`src/rtl/mtg_pkg.sv`:
```
package mtg_pkg;

    localparam int unsigned MtN      = 624;
    localparam int unsigned MtM      = 397;
    localparam int unsigned CntW     = 7;
    localparam int unsigned PosW     = 10;
    localparam int unsigned MaxRun   = 64;

    localparam logic [31:0] MtMatrix    = 32'h9908_b0df;
    localparam logic [31:0] MtUpper     = 32'h8000_0000;
    localparam logic [31:0] MtLower     = 32'h7fff_ffff;
    localparam logic [31:0] MtInitMult  = 32'h6c07_8965;
    localparam logic [31:0] MtTemperB   = 32'h9d2c_5680;
    localparam logic [31:0] MtTemperC   = 32'hefc6_0000;
    localparam logic [31:0] MtSeedReset = 32'd5489;

    localparam logic [PosW-1:0] PosLast = PosW'(MtN - 1);
    localparam logic [PosW-1:0] FarWrap = PosW'(MtN - MtM);

    typedef struct packed {
        logic            valid;
        logic [CntW-1:0] count;
    } t_cmd;

    function automatic logic [31:0] temper(input logic [31:0] x);
        logic [31:0] y;
        y = x ^ (x >> 11);
        y = y ^ ((y << 7) & MtTemperB);
        y = y ^ ((y << 15) & MtTemperC);
        y = y ^ (y >> 18);
        return y;
    endfunction

    function automatic logic [31:0] twist_word(input logic [31:0] cur,
                                               input logic [31:0] nxt,
                                               input logic [31:0] far);
        logic [31:0] y;
        logic [31:0] v;
        y = (cur & MtUpper) | (nxt & MtLower);
        v = far ^ (y >> 1);
        if (y[0]) begin
            v = v ^ MtMatrix;
        end
        return v;
    endfunction

endpackage

```
`src/rtl/mtg_front.sv`:
```
module mtg_front (
    input  logic                          i_clk,
    input  logic                          i_rst_n,
    input  logic                          i_tvalid,
    output logic                          o_tready,
    input  logic [mtg_pkg::CntW-1:0]      i_count,
    output mtg_pkg::t_cmd                 o_cmd,
    input  logic                          i_cmd_pop
);
    import mtg_pkg::*;

    logic [CntW-1:0] r_q [0:1];
    logic            r_wp;
    logic            r_rp;
    logic [1:0]      r_cnt;
    logic [CntW-1:0] w_clamped;
    logic            w_push;

    always_comb begin
        if (i_count > CntW'(MaxRun)) begin
            w_clamped = CntW'(MaxRun);
        end else begin
            w_clamped = i_count;
        end
    end

    assign o_tready    = (r_cnt != 2'd2);
    assign w_push      = i_tvalid && o_tready && (i_count != '0);
    assign o_cmd.valid = (r_cnt != 2'd0);
    assign o_cmd.count = r_q[r_rp];

    always_ff @(posedge i_clk) begin
        if (w_push) begin
            r_q[r_wp] <= w_clamped;
        end
    end

    always_ff @(posedge i_clk) begin
        if (!i_rst_n) begin
            r_wp  <= 1'b0;
            r_rp  <= 1'b0;
            r_cnt <= 2'd0;
        end else begin
            if (w_push) begin
                r_wp <= ~r_wp;
            end
            if (i_cmd_pop) begin
                r_rp <= ~r_rp;
            end
            case ({w_push, i_cmd_pop})
                2'b10:   r_cnt <= r_cnt + 2'd1;
                2'b01:   r_cnt <= r_cnt - 2'd1;
                default: r_cnt <= r_cnt;
            endcase
        end
    end

endmodule

```
`config.mk`:
```
export PLATFORM = sky130hd
export DESIGN_NAME = mtg_front
export DESIGN_NICKNAME = d
export VERILOG_FILES = /design/src/rtl/mtg_pkg.sv /design/src/rtl/mtg_front.sv
export SDC_FILE = /design/constraint.sdc
export NUM_CORES = 1
export LEC_CHECK = 0
export ABC_AREA = 1
export BUFFER_PORTS_ARGS = -buffer_cell sky130_fd_sc_hd__buf_4
export CORE_MARGIN = 5
export CORE_UTILIZATION = 45
export DETAILED_ROUTE_END_ITERATION = 8
export PLACE_DENSITY_LB_ADDON = 0.2
export SKIP_LAST_GASP = 1
export SLEW_MARGIN = 20
export SYNTH_ARGS = -nofsm -noshare
export SYNTH_HDL_FRONTEND = slang
export SYNTH_SLANG_ARGS = --single-unit
```
`constraint.sdc`:
```
create_clock -name i_clk -period 3.8 [get_ports i_clk]
set_input_delay 0.76 -clock i_clk [delete_from_list [all_inputs] [get_ports i_clk]]
set_output_delay 0.76 -clock i_clk [all_outputs]
set_load 0.02 [all_outputs]
```
Yosys cells after proc, flatten, opt, wreduce, memory -nomap -nowiden
Memories as Yosys holds them, arrays and structs flattened. A register that Yosys moved wholly into a read port is not among the register bits.
Index checks and enable logic that the tools add are counted.

operators by class
  add/subtract/negate cells = 2
  magnitude comparators = 1
  equality and inequality tests = 3
  mux-type cells = 6
  bitwise logic cells = 2
  reduce and logical (&&, ||, !) cells = 5

operator list
  cell                 count
  $gt 7x7->1 const B   1
  $mux 7               1
  $reduce_bool 7->1    1
  $mux 1               4
  $pmux 2 s2           1
  $reduce_bool 2->1    2
  $add 2x1->2 const B  1
  $eq 2x1->1 const B   1
  $eq 2x2->1 const B   1
  $logic_and 1x1->1    2
  $ne 2x2->1 const B   1
  $not 1->1            2
  $sub 2x1->2 const B  1

word-level totals
  flip-flop bits (word level) = 4
  memory bits (writable) = 14
  input bits = 11
  output and inout bits = 9
  word-level logic and storage cells = 23
  memories kept = 1

memories
  memory  words  width  rd ports  clocked after Yosys merged registers in  write ports  line             text
  r_q     2      7      1         1                                        1            mtg_front.sv:12  logic [CntW-1:0] r_q [0:1];

Logic depth before layout (Yosys ltp)
  depth in word-level cells = 5
  gate-level depth with buffers = 11
  depth with buffers taken out = 11

Worst setup path before layout
Ideal clock, no wire load.

  path kind = input-to-reg
  start point = input port i_count[3] (netlist bit)
  end point = register r_cnt[1]
  setup time = 113 ps
  arrival time = 1778 ps
  required time = 3687 ps
  slack = 1909 ps
  stages on the path = 11
  buffers on the path = 0
  cell sequence = nor2_1 > nand2_1 > nor2_1 > nor2_2 > inv_2 > ha_1 > o21bai_1 > a21oi_1 > nand2_1 > nand2_1 > nor2_1

on the way
  cells in the longest elaborated chain, start to end = 4
  elaborated cells on any way between the ends = 6
  those cells by class = eq/ne (2); mux (1); reduce/logical (3)

ends and longest elaborated chain
  element                                          line             text
  from (decl)                                      mtg_front.sv:6   input logic [mtg_pkg::CntW-1:0] i_count,
  $reduce_bool 7->1 (*)                            mtg_front.sv:28  assign w_push = i_tvalid && o_tready && (i_count != '0);
  $logic_and 1x1->1 (*)                            mtg_front.sv:28
  $eq 2x1->1 or $eq 2x2->1 (tied branches)         mtg_front.sv:50  case ({w_push, i_cmd_pop})
  $pmux 2 s2 or $reduce_bool 2->1 (tied branches)  --
  to (signal assigned)                             mtg_front.sv:51  2'b10: r_cnt <= r_cnt + 2'd1;
  to (signal assigned)                             mtg_front.sv:52  2'b01: r_cnt <= r_cnt - 2'd1;
  to (signal assigned)                             mtg_front.sv:53  default: r_cnt <= r_cnt;
  to (decl)                                        mtg_front.sv:15  logic [1:0] r_cnt;

Mark *: on every way between the ends. The rest lies on a longest branch, timed or not.
A chain may end at the register's enable or synchronous reset.

==> impl_metrics.py <==
metrics = {
    "routing": {
        "dr.pass1.iters": 3,
        "vias_per_cell": 4.56,
        "vias": 574,
        "detail_route.wl_per_cell_um": 10.3,
        "drc": 0,
        "routed_wirelength_um": 1300,
        "ant_nets": 0,
        "dr.first_iter.drc_count": 7,
    },
    "synth": {
        "ys_ff_latch": 19,
        "syn_inst": 80,
        "yosysUniqueCellTypes": 21,
        "synth_area_um2": 841,
        "synth_edf_count": 14,
        "yosysWarnings": 0,
        "synthArstFlopShare_pct": 0,
        "synthFlopType": "edfxtp_1",
        "syn_avg_cell_area_um2": 10.5,
        "yosysSeqAreaShare_pct": 61.9,
        "syn-num-nets": 92,
    },
    "sta": {
        "max_freq_mhz": 478,
        "setup_viol": 0,
        "rsz0062_at_grt": "false",
        "period_share_pct": 55.1,
        "slew_headroom_pct": 59.4,
        "setup_tns_ps": 0,
        "skew_ps": 1.56,
        "layout_min_cycle_time_ps": 2090,
        "tightest_slew_ps": 606,
        "maxSlewViolCount": 0,
        "finalHoldViolCount": 0,
        "setup_slack_ps": 1710,
    },
    "power": {
        "cellPowerDensity_nw_per_um2": 428,
        "ir_worst_vdd_mv": 0.239,
        "pwr-share-comb_pct": 21.0,
        "power_frac_clock_pct": 21.8,
        "p_sw_share_pct": 26.3,
        "power_mw": 0.442,
        "pwr-share-seq_pct": 57.2,
        "p_switching_mw": 0.116,
        "internal_power_mw": 0.326,
        "p_leak_nw": 0.458,
    },
    "critical_path": {
        "path_class": "reg -> out",
        "crit_required_ps": 3040,
        "cp-start-kind": "flop",
        "endpoint_kind": "output pin",
        "arrival_ps": 1330,
        "slowest_delay_ps": 520,
        "cpMaxStageDelayCell": "dfxtp_1",
        "crit_path_max_fanout": 7,
        "crit_chain": "mux2_2, buf_4",
    },
    "global_route": {
        "grt_pass1_vias": 579,
        "antenna_found_initial": 0,
        "grt_overflow": 0,
        "grt_pass1_wl_um": 2260,
        "grt_max_degree": 11,
        "grt_use_total_pct": 11.4,
    },
    "cells_and_area": {
        "layout-drive-gt1-share_pct": 32.7,
        "num_antenna_cells": 0,
        "area_growth_pct": 22.8,
        "final_area_um2": 1030,
        "fillCellCount": 167,
        "seqCellArea_um2": 520,
        "finish.utilization_pct": 59.1,
        "multiInputGateArea_um2": 270,
        "layout_common_cells": "nor2_1, buf_4, edfxtp_1",
        "nets": 114,
    },
    "job": {
        "maxCapViolCount": 0,
    },
    "clocking": {
        "hold_buffers": 0,
        "ctsResizeCount": 0,
        "clk_path_buf_depth": 2,
        "cts.sink_count": 19,
        "cts_tree": "done",
        "h-tree-depth": 1,
        "postCtsSetupRepairBufs": 0,
        "cts_root_buf": "clkbuf_4",
        "numCtsBuffers": 3,
        "clk_pin_slew_ps": 100,
        "insertion_delay_ps": 280,
    },
    "place": {
        "routabilityCongestion": 0.732,
        "numPortBuffers": 19,
        "preCtsSetupSlack_ps": 1660,
        "dpl_cell_area_um2": 1010,
        "place.detailed.hpwl_um": 1060,
    },
    "worst_hold_path": {
        "hold_path.class": "reg -> reg",
    },
    "outcome": {
        "status": "complete, no violations",
    },
    "floorplan": {
        "die_w_um": 53.2,
        "chipHeight_um": 53.2,
        "ios": 20,
        "rows": 15,
        "die-area_um2": 2830,
        "start_util_pct": 48.2,
        "core_area_um2": 1750,
    },
}
## registers in the layout (all words and copies together), names as in the netlist, named ones only
signal  count
r_q        14
r_cnt       2
r_rp        1
r_wp        1
## worst paths after layout
check	startpoint	endpoint	slack [ps]	cells past startpoint
setup / recovery	flop	o_cmd[3]	1710	2
hold reg to reg	r_wp	r_wp	520	2
hold / removal	r_wp	r_wp	520	2
setup reg to reg	r_cnt[0]	r_cnt[1]	2170	11
## power by group through the flow
| stage | Sequential (mW) | Combinational (mW) | Clock, mW |
|---|---|---|---|
| floorplan | 0.253 | 0.0611 | 0 |
| global placement | 0.257 | 0.0922 | 0 |
| detailed placement | 0.258 | 0.0941 | 0 |
| CTS | 0.253 | 0.0943 | 0.0976 |
| global route | 0.255 | 0.104 | 0.109 |
| finish | 0.253 | 0.0927 | 0.0962 |
## metrics by stage
stage | hold slack [ps] | std cells
after global routing | 552 | 126
final | 515 | 126
after floorplan | 463 | 80
after detailed placement | 493 | 122
after global placement | 475 | 122
after CTS | 517 | 126
## final cells by class
type,instances,share of cell area (%)
sequential,19,50.4
multi-input combinational,48,26.2
timing repair buffer,19,13.8
inverter,11,4.00
tap,25,3.03
clock buffer,4,2.55
## cell usage after synthesis (2+ instances only)
library cell,number,area (µm²)
a21oi_1,2,10.0
dfxtp_1,5,100
edfxtp_1,14,420
inv_1,6,22.5
inv_2,5,18.8
mux2_1,5,56.3
mux2_2,2,22.5
nand2_1,10,37.5
nor2_1,19,71.3
## logic make-up (layout without fill, tap and decap cells)
logic type,Yosys count,in the layout,share of synthesized area (%)
mux,7,7,9.37
flops,19,19,61.9
fa+ha+maj,1,1,1.49
compound gates,5,5,3.27
buf+inv,13,34,5.95
simple gates,35,35,18.0
## worst max-delay path: cells and delay by family (launching register included)
family / cells / cell delay, ps
flops: 1 / 520
mux: 1 / 370
buf+inv: 1 / 160
## routing by layer
| layer | wire length [µm] | track usage (%) | part of all wire (%) |
|---|---|---|---|
| met2 | 651 | 19.4 | 50 |
| met4 | 17 | 6.38 | 1.3 |
| met1 | 573 | 13.4 | 44 |
| met3 | 56 | 1.97 | 4.3 |
| met5 | 0 | 0 | 0 |
No activity file was read; power rests on OpenSTA's default activity.
